**config.mk**
```make
export PLATFORM = sky130hd
export DESIGN_NAME = argument_tokenizer_core
export DESIGN_NICKNAME = d
export VERILOG_FILES = /design/src/sv/argtok_pkg.sv /design/src/sv/argtok_front.sv /design/src/sv/argtok_queue.sv /design/src/sv/argtok_back.sv /design/src/sv/argument_tokenizer_core.sv
export SDC_FILE = /design/constraint.sdc
export NUM_CORES = 1
export LEC_CHECK = 0
export BUFFER_PORTS_ARGS = -buffer_cell sky130_fd_sc_hd__buf_2
export CORE_MARGIN = 8
export CORE_UTILIZATION = 52
export CTS_CLUSTER_SIZE = 16
export DETAILED_ROUTE_END_ITERATION = 6
export GPL_TIMING_DRIVEN = 0
export PLACE_DENSITY = 0.82
export SYNTH_ARGS = -nofsm -noshare
export SYNTH_HDL_FRONTEND = slang
export SYNTH_SLANG_ARGS = --single-unit
```
**constraint.sdc**
```tcl
create_clock -name i_clk -period 8.4 [get_ports i_clk]
set_input_delay 0.42 -clock i_clk [delete_from_list [all_inputs] [get_ports i_clk]]
set_output_delay 0.42 -clock i_clk [all_outputs]
set_load 0.01 [all_outputs]
```
**src/sv/argtok_pkg.sv**
```systemverilog
`timescale 1ns / 1ps
// Shared types and constants for the argument tokenizer.
// No dependencies; used by every module of the block.
package argtok_pkg;

    localparam logic [7:0] CH_QUOTE  = 8'h22;
    localparam logic [7:0] CH_SPACE  = 8'h20;
    localparam logic [7:0] CH_TAB    = 8'h09;
    localparam logic [7:0] CH_CR     = 8'h0D;
    localparam logic [7:0] CH_LF     = 8'h0A;
    localparam logic [7:0] CH_BSLASH = 8'h5C;

    localparam int CMD_W = 2;
    localparam logic [CMD_W-1:0] CMD_BYTE     = 2'd0;
    localparam logic [CMD_W-1:0] CMD_ARG_END  = 2'd1;
    localparam logic [CMD_W-1:0] CMD_LIST_END = 2'd2;

    localparam int CFG_IDX_W = 2;
    localparam logic [CFG_IDX_W-1:0] CFG_STRIP_QUOTES    = 2'd0;
    localparam logic [CFG_IDX_W-1:0] CFG_UNESCAPE_ENABLE = 2'd1;
    localparam logic [CFG_IDX_W-1:0] CFG_STRIP_BACKSLASH = 2'd2;

    localparam int QUEUE_DEPTH_DEF = 4;

    // Up to three results of one item, always in this order:
    // held-back space, byte, token end.
    typedef struct packed {
        logic       sp;
        logic       byte_v;
        logic [7:0] data;
        logic       tend;
    } t_bundle;

    typedef struct packed {
        logic full;
        logic empty;
    } t_qstat;

endpackage

```
**src/sv/argtok_front.sv**
```systemverilog
`timescale 1ns / 1ps
// Front part: accepts items, holds configuration and tokenizer flags,
// and builds one result bundle per item. Depends on argtok_pkg.
module argtok_front (
    input  logic                        i_clk,
    input  logic                        i_rst_n,
    input  logic                        i_valid,
    output logic                        o_ready,
    input  logic [argtok_pkg::CMD_W-1:0] i_cmd,
    input  logic [7:0]                  i_byte,
    input  logic                        i_cfg_valid,
    input  logic [argtok_pkg::CFG_IDX_W-1:0] i_cfg_index,
    input  logic                        i_cfg_data,
    input  argtok_pkg::t_qstat          i_qstat,
    output logic                        o_push,
    output argtok_pkg::t_bundle         o_bundle
);

    logic r_strip_q, r_unesc, r_strip_bs;
    logic r_in_q, r_esc, r_sp, r_has;
    logic n_in_q, n_esc, n_sp, n_has;
    logic accept;

    always_comb begin
        logic       do_add;
        logic       do_end;
        logic       force_end;
        logic       clr;
        logic [7:0] add_c;
        argtok_pkg::t_bundle b;
        do_add    = 1'b0;
        do_end    = 1'b0;
        force_end = 1'b0;
        clr       = 1'b0;
        add_c     = i_byte;
        n_in_q    = r_in_q;
        n_esc     = r_esc;
        b         = '0;
        case (i_cmd)
            argtok_pkg::CMD_BYTE: begin
                if (r_esc) begin
                    n_esc  = 1'b0;
                    do_add = 1'b1;
                end else if (r_in_q) begin
                    if (i_byte == argtok_pkg::CH_QUOTE) begin
                        n_in_q    = 1'b0;
                        do_add    = !r_strip_q;
                        do_end    = 1'b1;
                        force_end = 1'b1;
                    end else begin
                        do_add = 1'b1;
                    end
                end else if (i_byte == argtok_pkg::CH_QUOTE) begin
                    n_in_q = 1'b1;
                    do_add = !r_strip_q;
                end else if (i_byte == argtok_pkg::CH_SPACE || i_byte == argtok_pkg::CH_TAB
                             || i_byte == argtok_pkg::CH_CR || i_byte == argtok_pkg::CH_LF) begin
                    do_end = 1'b1;
                end else if (r_unesc && i_byte == argtok_pkg::CH_BSLASH) begin
                    n_esc  = 1'b1;
                    do_add = !r_strip_bs;
                end else begin
                    do_add = 1'b1;
                end
            end
            argtok_pkg::CMD_ARG_END: begin
                if (r_in_q) begin
                    do_add = 1'b1;
                    add_c  = argtok_pkg::CH_SPACE;
                end else begin
                    do_end = 1'b1;
                end
            end
            argtok_pkg::CMD_LIST_END: begin
                do_end = 1'b1;
                clr    = 1'b1;
            end
            default: begin
            end
        endcase

        // emit held-back space, then hold back a new one or emit the byte
        b.sp   = do_add & r_sp;
        b.data = add_c;
        n_has  = r_has | b.sp;
        n_sp   = r_sp;
        if (do_add) begin
            if (add_c == argtok_pkg::CH_SPACE) begin
                n_sp = 1'b1;
            end else begin
                b.byte_v = 1'b1;
                n_has    = 1'b1;
                n_sp     = 1'b0;
            end
        end
        if (do_end) begin
            n_sp   = 1'b0;
            b.tend = force_end | n_has;
            n_has  = 1'b0;
        end
        if (clr) begin
            n_in_q = 1'b0;
            n_esc  = 1'b0;
        end
        o_bundle = b;
    end

    assign o_ready = !i_qstat.full;
    assign accept  = i_valid && o_ready;
    assign o_push  = accept && (o_bundle.sp || o_bundle.byte_v || o_bundle.tend);

    always_ff @(posedge i_clk) begin
        if (!i_rst_n) begin
            r_in_q <= 1'b0;
            r_esc  <= 1'b0;
            r_sp   <= 1'b0;
            r_has  <= 1'b0;
        end else if (accept) begin
            r_in_q <= n_in_q;
            r_esc  <= n_esc;
            r_sp   <= n_sp;
            r_has  <= n_has;
        end
    end

    always_ff @(posedge i_clk) begin
        if (!i_rst_n) begin
            r_strip_q  <= 1'b0;
            r_unesc    <= 1'b1;
            r_strip_bs <= 1'b0;
        end else if (i_cfg_valid) begin
            case (i_cfg_index)
                argtok_pkg::CFG_STRIP_QUOTES:    r_strip_q  <= i_cfg_data;
                argtok_pkg::CFG_UNESCAPE_ENABLE: r_unesc    <= i_cfg_data;
                argtok_pkg::CFG_STRIP_BACKSLASH: r_strip_bs <= i_cfg_data;
                default: begin
                end
            endcase
        end
    end

endmodule

```
**src/sv/argtok_queue.sv**
```systemverilog
`timescale 1ns / 1ps
// Short bundle queue between front and back parts.
// Depends on argtok_pkg.
module argtok_queue #(
    parameter int DEPTH = argtok_pkg::QUEUE_DEPTH_DEF
) (
    input  logic                i_clk,
    input  logic                i_rst_n,
    input  logic                i_push,
    input  argtok_pkg::t_bundle i_push_data,
    input  logic                i_pop,
    output argtok_pkg::t_bundle o_head,
    output argtok_pkg::t_qstat  o_stat
);

    localparam int PW = (DEPTH > 1) ? $clog2(DEPTH) : 1;
    localparam int CW = $clog2(DEPTH + 1);
    localparam logic [PW-1:0] LAST_PTR = PW'(DEPTH - 1);
    localparam logic [CW-1:0] FULL_CNT = CW'(DEPTH);

    argtok_pkg::t_bundle r_mem [DEPTH];
    logic [PW-1:0] r_wp, r_rp;
    logic [CW-1:0] r_cnt;
    logic do_push, do_pop;

    assign o_stat.full  = (r_cnt == FULL_CNT);
    assign o_stat.empty = (r_cnt == '0);
    assign do_push = i_push && !o_stat.full;
    assign do_pop  = i_pop && !o_stat.empty;
    assign o_head  = r_mem[r_rp];

    always_ff @(posedge i_clk) begin
        if (do_push) begin
            r_mem[r_wp] <= i_push_data;
        end
    end

    always_ff @(posedge i_clk) begin
        if (!i_rst_n) begin
            r_wp  <= '0;
            r_rp  <= '0;
            r_cnt <= '0;
        end else begin
            if (do_push) begin
                r_wp <= (r_wp == LAST_PTR) ? '0 : r_wp + 1'b1;
            end
            if (do_pop) begin
                r_rp <= (r_rp == LAST_PTR) ? '0 : r_rp + 1'b1;
            end
            case ({do_push, do_pop})
                2'b10:   r_cnt <= r_cnt + 1'b1;
                2'b01:   r_cnt <= r_cnt - 1'b1;
                default: r_cnt <= r_cnt;
            endcase
        end
    end

endmodule

```
**src/sv/argtok_back.sv**
```systemverilog
`timescale 1ns / 1ps
// Back part: splits each queued bundle into single results and drives
// the registered output stream. Depends on argtok_pkg.
module argtok_back (
    input  logic                i_clk,
    input  logic                i_rst_n,
    input  argtok_pkg::t_bundle i_head,
    input  argtok_pkg::t_qstat  i_qstat,
    output logic                o_pop,
    output logic                o_valid,
    input  logic                i_ready,
    output logic [7:0]          o_data,
    output logic                o_tend,
    output logic                o_last
);

    logic r_valid, r_tend, r_last;
    logic [7:0] r_data;
    logic r_sp_done, r_b_done;
    logic load, have, use_sp, use_b, is_last;
    logic [7:0] sel_data;

    assign load = !r_valid || i_ready;
    assign have = !i_qstat.empty;

    always_comb begin
        use_sp  = i_head.sp && !r_sp_done;
        use_b   = !use_sp && i_head.byte_v && !r_b_done;
        sel_data = '0;
        if (use_sp) begin
            sel_data = argtok_pkg::CH_SPACE;
            is_last  = !(i_head.byte_v || i_head.tend);
        end else if (use_b) begin
            sel_data = i_head.data;
            is_last  = !i_head.tend;
        end else begin
            is_last  = 1'b1;
        end
    end

    assign o_pop = load && have && is_last;

    always_ff @(posedge i_clk) begin
        if (!i_rst_n) begin
            r_valid   <= 1'b0;
            r_sp_done <= 1'b0;
            r_b_done  <= 1'b0;
        end else if (load) begin
            r_valid <= have;
            if (have) begin
                if (is_last) begin
                    r_sp_done <= 1'b0;
                    r_b_done  <= 1'b0;
                end else begin
                    r_sp_done <= r_sp_done | use_sp;
                    r_b_done  <= r_b_done | use_b;
                end
            end
        end
    end

    always_ff @(posedge i_clk) begin
        if (load && have) begin
            r_data <= sel_data;
            r_tend <= !(use_sp || use_b);
            r_last <= is_last;
        end
    end

    assign o_valid = r_valid;
    assign o_data  = r_data;
    assign o_tend  = r_tend;
    assign o_last  = r_last;

endmodule

```
**src/sv/argument_tokenizer_core.sv**
```systemverilog
`timescale 1ns / 1ps
// Top level of the argument tokenizer: front, bundle queue and back part.
// Depends on argtok_pkg, argtok_front, argtok_queue, argtok_back.
//
// Channel   Dir  Handshake               Payload
// s_axis    in   tvalid/tready           tuser[1:0] command, tdata[7:0] in_byte
// m_axis    out  tvalid/tready           tdata[7:0] out_byte, tuser token_end,
//                                        tlast last_result
// cfg       in   valid/ready (ready=1)   index[1:0] register, data[0] value
//
// One item accepted per cycle while the bundle queue has room; each item
// yields zero to three results, sent one per cycle from the output register
// while m_axis tready is high; results pass the queue, then that register.
// Throughput is set by the single-result-per-cycle output port; the queue
// absorbs bursts of multi-result items. Output stalls back up through the
// queue to s_axis tready. Reset is synchronous, active low.
module argument_tokenizer_core #(
    parameter int QUEUE_DEPTH = argtok_pkg::QUEUE_DEPTH_DEF
) (
    input  logic        i_clk,
    input  logic        i_rst_n,
    input  logic        i_s_axis_tvalid,
    output logic        o_s_axis_tready,
    input  logic [7:0]  i_s_axis_tdata,   // [7:0] in_byte
    input  logic [1:0]  i_s_axis_tuser,   // [1:0] command
    output logic        o_m_axis_tvalid,
    input  logic        i_m_axis_tready,
    output logic [7:0]  o_m_axis_tdata,   // [7:0] out_byte
    output logic        o_m_axis_tuser,   // [0] token_end
    output logic        o_m_axis_tlast,
    input  logic        i_cfg_valid,
    output logic        o_cfg_ready,
    input  logic [1:0]  i_cfg_index,
    input  logic        i_cfg_data
);

    argtok_pkg::t_bundle push_data, head;
    argtok_pkg::t_qstat  qstat;
    logic push, pop;

    assign o_cfg_ready = 1'b1;

    argtok_front u_front (
        .i_clk       (i_clk),
        .i_rst_n     (i_rst_n),
        .i_valid     (i_s_axis_tvalid),
        .o_ready     (o_s_axis_tready),
        .i_cmd       (i_s_axis_tuser),
        .i_byte      (i_s_axis_tdata),
        .i_cfg_valid (i_cfg_valid && o_cfg_ready),
        .i_cfg_index (i_cfg_index),
        .i_cfg_data  (i_cfg_data),
        .i_qstat     (qstat),
        .o_push      (push),
        .o_bundle    (push_data)
    );

    argtok_queue #(.DEPTH(QUEUE_DEPTH)) u_queue (
        .i_clk       (i_clk),
        .i_rst_n     (i_rst_n),
        .i_push      (push),
        .i_push_data (push_data),
        .i_pop       (pop),
        .o_head      (head),
        .o_stat      (qstat)
    );

    argtok_back u_back (
        .i_clk   (i_clk),
        .i_rst_n (i_rst_n),
        .i_head  (head),
        .i_qstat (qstat),
        .o_pop   (pop),
        .o_valid (o_m_axis_tvalid),
        .i_ready (i_m_axis_tready),
        .o_data  (o_m_axis_tdata),
        .o_tend  (o_m_axis_tuser),
        .o_last  (o_m_axis_tlast)
    );

    a_end_is_last: assert property (@(posedge i_clk) disable iff (!i_rst_n)
        o_m_axis_tvalid && o_m_axis_tuser |-> o_m_axis_tlast)
        else $error("token end not last result of its item");

    a_end_no_byte: assert property (@(posedge i_clk) disable iff (!i_rst_n)
        o_m_axis_tvalid && o_m_axis_tuser |-> o_m_axis_tdata == 8'h00)
        else $error("token end carries a byte");

    a_queue_stat: assert property (@(posedge i_clk) disable iff (!i_rst_n)
        !(qstat.full && qstat.empty))
        else $error("queue both full and empty");

    a_pop_nonempty: assert property (@(posedge i_clk) disable iff (!i_rst_n)
        pop |-> !qstat.empty)
        else $error("pop from empty queue");

endmodule
```
---- After elaboration in Yosys (flattened, before gate mapping) ----
Memories as Yosys holds them, arrays and structs flattened. A register that Yosys moved wholly into a read port is not among the register bits.
Cells that the tools add are included.
word-level totals
  output and inout bits ................... 13
  latch bits .............................. 0
  bits in registers ....................... 27
  RAM bits ................................ 44
  input port bits ......................... 18
  memories kept ........................... 1
  ROM bits ................................ 0
  word-level logic and storage cells ...... 143
memory list
  name           depth  bits a word  rd ports  clocked after Yosys merged registers in  write ports  RTL line            source
  u_queue.r_mem  4      11           1         1                                        1            argtok_queue.sv:21  argtok_pkg::t_bundle r_mem [DEPTH];
cells by class
  reductions and logical operators ........ 43
  bitwise gates (word level) .............. 7
  muxes and demuxes ....................... 54
  shift-type cells ........................ 0
  order comparisons ....................... 0
  add/subtract/negate cells ............... 4
  multiply operators ...................... 0
  equality and inequality tests ........... 17
  div/mod/pow operators ................... 0
operators by type and width
  cell                                                                count
  1-bit 2-to-1 mux                                                    44
  8-bit by 4-bit == test with 1-bit output, second input constant     3
  8-bit by 6-bit == test with 1-bit output, second input constant     3
  8-bit 2-to-1 mux                                                    2
  2-bit AND reduction                                                 6
  1-bit zero test                                                     11
  2-bit == test, second input constant                                5
  1-bit logical AND                                                   10
  8-bit by 7-bit == test with 1-bit output, second input constant     1
  1-bit logical OR                                                    8
  2-bit 2-to-1 mux                                                    4
  2-bit by 1-bit == test with 1-bit output, second input constant     3
  6-bit 2-to-1 mux                                                    1
  3-bit case mux with 2 select lines                                  1
  2-bit nonzero test                                                  3
  2-bit by 1-bit adder with 2-bit output, second input constant       2
  2-bit zero test                                                     2
  1-bit OR                                                            4
  3-bit by 1-bit adder with 3-bit output, second input constant       1
  3-bit == test, second input constant                                1
  3-bit zero test                                                     1
  1-bit case mux with 3 select lines                                  1
  3-bit AND reduction                                                 1
  3-bit by 1-bit subtractor with 3-bit output, second input constant  1
  5 further kinds                                                     6

---- Depth between registers and ports, before layout ----
  depth in word-level cells ............... 20
  depth in mapped cells ................... 14
  mapped depth without buffers ............ 13

---- Modules after synthesis ----
Synthesis repeated with hierarchy kept, for this count alone.
unflattened totals
  cell total of the unflattened synthesis .. 236
  area total of the unflattened synthesis .. 3,339.5 um2
by module, submodules not included
  module                   cells each  instances  sequential area each (um2)  area each (um2)
  argtok_queue             113         1          1,501.4                     2,102.0
  argtok_front             80          1          140.1                       653.1
  argtok_back              41          1          360.3                       573.0
  argument_tokenizer_core  2           1          0.0                         11.3

---- Worst setup path after synthesis ----
OpenSTA, ideal clock, no wires.
  kind .................................... input to register
  start ................................... input port i_s_axis_tdata[7]
  end ..................................... register u_queue.r_cnt[2]
  setup slack ............................. 5.332 ns
  data required time ...................... 8.324 ns
  library setup time ...................... 0.076 ns
  stages .................................. 13
  buffers on the path ..................... 0
  arrival time ............................ 2.992 ns
  cells stage by stage .................... or3_4 -> o41ai_2 -> a21o_2 -> nor3_2 -> o31ai_4 -> a21oi_4 -> inv_1 -> ha_1 -> inv_1 -> fa_1 -> xor2_1 -> or3_1 -> a21boi_0
on the way
  word-level cells in the longest chain between the ends .. 20
  elaborated cells on any way between the ends .. 45
  those cells by class .................... eq/ne: 9; mux: 24; bitwise: 3; reduce/logical: 9
ends and longest elaborated chain
  what                                                                                                  RTL line                       source
  start, declared                                                                                       argument_tokenizer_core.sv:24  input logic [7:0] i_s_axis_tdata,
  8-bit by 6-bit == test with 1-bit output or 8-bit by 4-bit == test with 1-bit output (tied branches)  argtok_front.sv:56             end else if (i_byte == argtok_pkg::CH_SPACE || i_byte == argtok_pkg::CH_TAB
  1-bit logical OR                                                                                      argtok_front.sv:56
  1-bit logical OR (2 in series)                                                                        argtok_front.sv:57             || i_byte == argtok_pkg::CH_CR || i_byte == argtok_pkg::CH_LF) begin
  1-bit 2-to-1 mux                                                                                      argtok_front.sv:56
  1-bit 2-to-1 mux                                                                                      argtok_front.sv:53             end else if (i_byte == argtok_pkg::CH_QUOTE) begin
  1-bit 2-to-1 mux                                                                                      argtok_front.sv:44             end else if (r_in_q) begin
  1-bit 2-to-1 mux                                                                                      argtok_front.sv:41             if (r_esc) begin
  1-bit case mux with 2 select lines                                                                    argtok_front.sv:39             case (i_cmd)
  (+3 left out)                                                                                         --
  1-bit 2-to-1 mux                                                                                      argtok_front.sv:87             if (do_add) begin
  1-bit OR                                                                                              argtok_front.sv:98             b.tend = force_end | n_has;
  1-bit 2-to-1 mux                                                                                      argtok_front.sv:96             if (do_end) begin
  1-bit logical OR *                                                                                    argtok_front.sv:110            assign o_push = accept && (o_bundle.sp || o_bundle.byte_v || o_bundle.tend);
  1-bit logical AND *                                                                                   argtok_front.sv:110
  1-bit logical AND *                                                                                   argtok_queue.sv:28             assign do_push = i_push && !o_stat.full;
  2-bit by 1-bit == test with 1-bit output or 2-bit == test (tied branches)                             argtok_queue.sv:50             case ({do_push, do_pop})
  3-bit case mux with 2 select lines or 2-bit nonzero test (tied branches)                              --
  end signal, assigned                                                                                  argtok_queue.sv:51             2'b10: r_cnt <= r_cnt + 1'b1;
  end signal, assigned                                                                                  argtok_queue.sv:52             2'b01: r_cnt <= r_cnt - 1'b1;
  end signal, assigned                                                                                  argtok_queue.sv:53             default: r_cnt <= r_cnt;
  end, declared                                                                                         argtok_queue.sv:23             logic [CW-1:0] r_cnt;
Mark *: on every way between the ends. The rest lies on a longest branch, timed or not.
A chain may end at the register's enable or synchronous reset.

---- Worst setup path in the final report ----
  start ................................... register u_front.r_in_q
  end ..................................... register u_queue.r_cnt[2]
on the way
  word-level cells in the longest chain between the ends .. 14
  elaborated cells on any way between the ends .. 30
  those cells by class .................... eq/ne: 3; mux: 19; bitwise: 3; reduce/logical: 5
ends and longest elaborated chain
  what                                                                       RTL line             source
  start, declared                                                            argtok_front.sv:20   logic r_in_q, r_esc, r_sp, r_has;
  start signal, assigned                                                     argtok_front.sv:119  r_in_q <= n_in_q;
  1-bit 2-to-1 mux                                                           argtok_front.sv:44
  1-bit 2-to-1 mux                                                           argtok_front.sv:41
  1-bit case mux with 2 select lines                                         argtok_front.sv:39
  1-bit bitwise AND                                                          argtok_front.sv:83   b.sp = do_add & r_sp;
  1-bit OR                                                                   argtok_front.sv:85   n_has = r_has | b.sp;
  1-bit 2-to-1 mux                                                           argtok_front.sv:88   if (add_c == argtok_pkg::CH_SPACE) begin
  1-bit 2-to-1 mux                                                           argtok_front.sv:87
  1-bit OR                                                                   argtok_front.sv:98
  1-bit 2-to-1 mux                                                           argtok_front.sv:96
  1-bit logical OR *                                                         argtok_front.sv:110
  1-bit logical AND *                                                        argtok_front.sv:110
  1-bit logical AND *                                                        argtok_queue.sv:28
  2-bit by 1-bit == test with 1-bit output or 2-bit == test (tied branches)  argtok_queue.sv:50
  3-bit case mux with 2 select lines or 2-bit nonzero test (tied branches)   --
Marked as above.

==> metrics.cfg <==
[global_route]
grt_pass1_vias = 2035
grt_max_degree = 15
globalRouteTotalUtil = 0.139
grt_first_pass_wirelength_um = 9540
globalRoute.totalOverflow = 0
grt_antenna_before_repair = 0

[die]
initial_utilization = 0.529
fp.dieH_um = 95.7
area_of_the_die_um2 = 9160
io_pins = 31
std_cell_rows = 29
fp.dieW_um = 95.7
coreArea_um2 = 6240

[timing]
report.final.slew_viol_count = 0
finClkSkew_ns = 0.0169
timing.final.crit_period_ns = 3.17
setup-violations-final = 0
share_of_the_clock_period_used_by_the_worst_path_after_layout = 0.377
setup_repair_after_global_routing_missed_its_margin = no
timing_hold_violations_final = 0
fmax_mhz = 316
setup_total_negative_slack_ns = 0
worstMarginPinSlew_ns = 1.13
timing.max_slew.rel_slack = 0.248

[clock_tree]
cts_root_buffer = clkbuf_8
cts_tree = done
holdBufCountCts = 0
post_cts.resized_instances = 0
post-cts-setup-buffers = 0
cts.htree.levels = 3
clock_latency_ns = 0.34
clkSlewWorstSetupHoldPaths_ns = 0.09
cts.sinks = 73
cts_buffer_depth = 2
tritoncts.num_buffers = 9

[synthesis]
synthXorXnorAreaFrac = 0.00531
yosysUniqueCellTypes = 50
postSynthCellCount = 242
syn-num-nets = 268
yosys.area_share.simple = 0.160
post_synth_mux_area_share = 0.0962
asyncSetResetFlopFracSynth = 0
syn-mean-instance-area_um2 = 13.6
dominant_combinational_cell_family_by_area_after_synthesis = simple AND/OR/NAND/NOR gates
synth.yosys.seq_area_share = 0.606
synth_ff_type = edfxtp_1
synth.cell_area_um2 = 3300
ys.warnings.count = 0
synth_fa_ha_area_frac = 0.0326
synth-compound-area-share = 0.0709
synth_edf_count = 54
ys_ff_latch = 73

[cells_and_area]
antenna_diode_count = 0
final_layout_size_suffix_gt1_frac = 0.248
design.final.nets = 307
layout.cell_area.non_filler_um2 = 3750
area_growth_syn_to_layout_pct = 13.6

[routing]
wl_per_cell_um = 16.3
drt_first_pass_iters = 4
maxUsedRoutingLayer = met4
first_iter_violations = 123
met3RoutedLength_um = 360
met1Wirelength_um = 2580
routed_length_on_met2_um = 2910
ant_nets = 0
num_vias = 2028
detail_route.drc_violations = 0
viasPerCell = 5.59
routed_wirelength_um = 5910

[worst_setup_path]
start_kind = flip-flop
endpoint = u_queue.r_cnt[2]$_SDFFE_PN0P_
worstSetupPathType = flip-flop to flip-flop
worst-path-stages = 13
critical_path_buf_inv_count = 2
critPathSlowestCell = or3_1
setup.reg_to_reg.worst_slack_ns = 5.23
critical_path.top_delay_family = compound AO/OA/AOI/OAI gates
reg2reg_to = u_queue.r_cnt[2]$_SDFFE_PN0P_
critical_path_maximum_fanout = 8
crit_path_cell_trace = or3_1, o41ai_2, a21o_2, nor3_2, o31ai_4, a21oi_4, inv_1, ha_1, inv_1, fa_1, xor2_1, or3_1, a21boi_0
critical_path_arrival_ns = 3.43
critPathLaunch = u_front.r_in_q$_SDFFE_PN0P_
worst_r2r_startpoint = u_front.r_in_q$_SDFFE_PN0P_
endpoint_kind = flip-flop
r2r.worst_path.cells = 13
critical-path-max-stage-delay_ns = 0.42
worst-endpoint-required_ns = 8.67

[min_path]
min-delay-path-class = input port to flip-flop
startpoint_of_the_worst_hold_path = i_s_axis_tvalid

[place]
hpwlAfterDp_um = 4310
routabilityCongestion = 0.876
detailed_place.area_um2 = 3540
portBuffers = 28

[pwr]
p_leak_nw = 1.33
fin_total_pwr_w = 0.000754
worst_ir_drop_on_vdd_v = 0.0000911
power.density_nw_per_um2 = 201

[status]
outcome = finished clean

[flow_run]
max_capacitance_violation_total = 0

[placed cells by master (no fill, tap or decap), types with 4 or more instances in the layout]
| master | count |
|---|---|
| ha_1 | 7 |
| buf_2 | 31 |
| nor3_1 | 4 |
| o21ai_0 | 7 |
| mux4_2 | 11 |
| mux2i_1 | 7 |
| inv_1 | 10 |
| clkbuf_8 | 9 |
| and2_1 | 16 |
| dfxtp_1 | 19 |
| edfxtp_1 | 54 |
| nor2_1 | 14 |
| a21oi_1 | 4 |
| nand2b_1 | 5 |
| and3_1 | 8 |
| nand2_1 | 16 |
| nor2b_1 | 8 |
[worst register-to-register path, stage by stage (launching register included)]
cell and delay (ns):
dfxtp_1 0.39, or3_1 0.42, o41ai_2 0.27, a21o_2 0.18, nor3_2 0.06, o31ai_4 0.30, a21oi_4 0.13, inv_1 0.08
ha_1 0.17, inv_1 0.07, fa_1 0.42, xor2_1 0.16, or3_1 0.30, a21boi_0 0.16
[flip-flops by register name (all words and copies together), names as in the netlist, named ones only]
| register | cells |
|---|---|
| u_back.o_data | 8 |
| u_queue.r_wp | 2 |
| u_back.o_tend | 1 |
| u_queue.r_rp | 2 |
| u_back.o_valid | 1 |
| u_front.r_strip_q | 1 |
| u_front.r_sp | 1 |
| u_back.o_last | 1 |
| u_back.r_sp_done | 1 |
| u_front.r_has | 1 |
| u_queue.r_cnt | 3 |
| u_front.r_esc | 1 |
| u_queue.r_mem | 44 |
| u_front.r_unesc | 1 |
| u_back.r_b_done | 1 |
| u_front.r_in_q | 1 |
| u_front.r_strip_bs | 1 |
[cell type report]
| class | count | area, µm² |
|---|---|---|
| buffer | 9 | 52.6 |
| clock buffer | 11 | 174 |
| clock inverter | 5 | 38.8 |
| fill | 479 | 2490 |
| inverter | 10 | 37.5 |
| multi-input combinational | 150 | 1210 |
| sequential | 73 | 2000 |
| tap | 77 | 96.3 |
| timing repair buffer | 28 | 140 |
[synth_stat cells (4+ instances only)]
library cell	instances	area share
mux4_2	11	0.075
and2_1	16	0.030
nand2b_1	5	0.0095
dfxtp_1	19	0.12
mux2i_1	7	0.021
and3_1	8	0.015
ha_1	7	0.027
nor2b_1	8	0.015
nand2_1	16	0.018
o21ai_0	7	0.011
nor2_1	14	0.016
a21oi_1	4	0.0061
inv_1	10	0.011
edfxtp_1	54	0.49
nor3_1	4	0.0061
[cells by family after synthesis]
logic type	after synthesis
buffers and inverters	19
AOI/OAI and AO/OA	30
and+or+nand+nor	91
other	1
DFF	73
xor gates and xnor gates	2
muxes	18
adders and majority gates	8
[through the flow]
step                 util  hold slack [ns]  instances  setup WS [ns]
floorplan               -            0.437        242           5.33
global placement    0.567            0.448        347           5.09
detailed placement  0.567            0.464        347           4.99
CTS                 0.601            0.262        363           5.26
global route        0.601            0.276        363           4.98
finish              0.601            0.279        363           5.23
[worst min path at each step]
stage	to	slack (ns)	cells after the start
after global routing	u_front.r_sp$_SDFFE_PN0P_	0.28	2
after CTS	u_front.r_sp$_SDFFE_PN0P_	0.26	2
after detailed placement	u_front.r_unesc$_SDFFE_PN1P_	0.46	2
after floorplan	u_front.r_unesc$_SDFFE_PN1P_	0.44	2
after global placement	u_front.r_unesc$_SDFFE_PN1P_	0.45	2
final	u_front.r_sp$_SDFFE_PN0P_	0.28	2
[where the power goes]
group | internal [W] | switching [W] | leakage [nW]
clock | 0.000146 | 0.000138 | 0.111
combinational | 0.0000293 | 0.0000389 | 0.581
sequential | 0.000397 | 0.00000392 | 0.642
[metal layers]
metal	track usage	vias to the layer above
met1	0.162	988
met2	0.226	66
li1	-	969
met4	0.0781	0
met5	0	-
met3	0.0409	5
(Power assumes the default switching activity.)
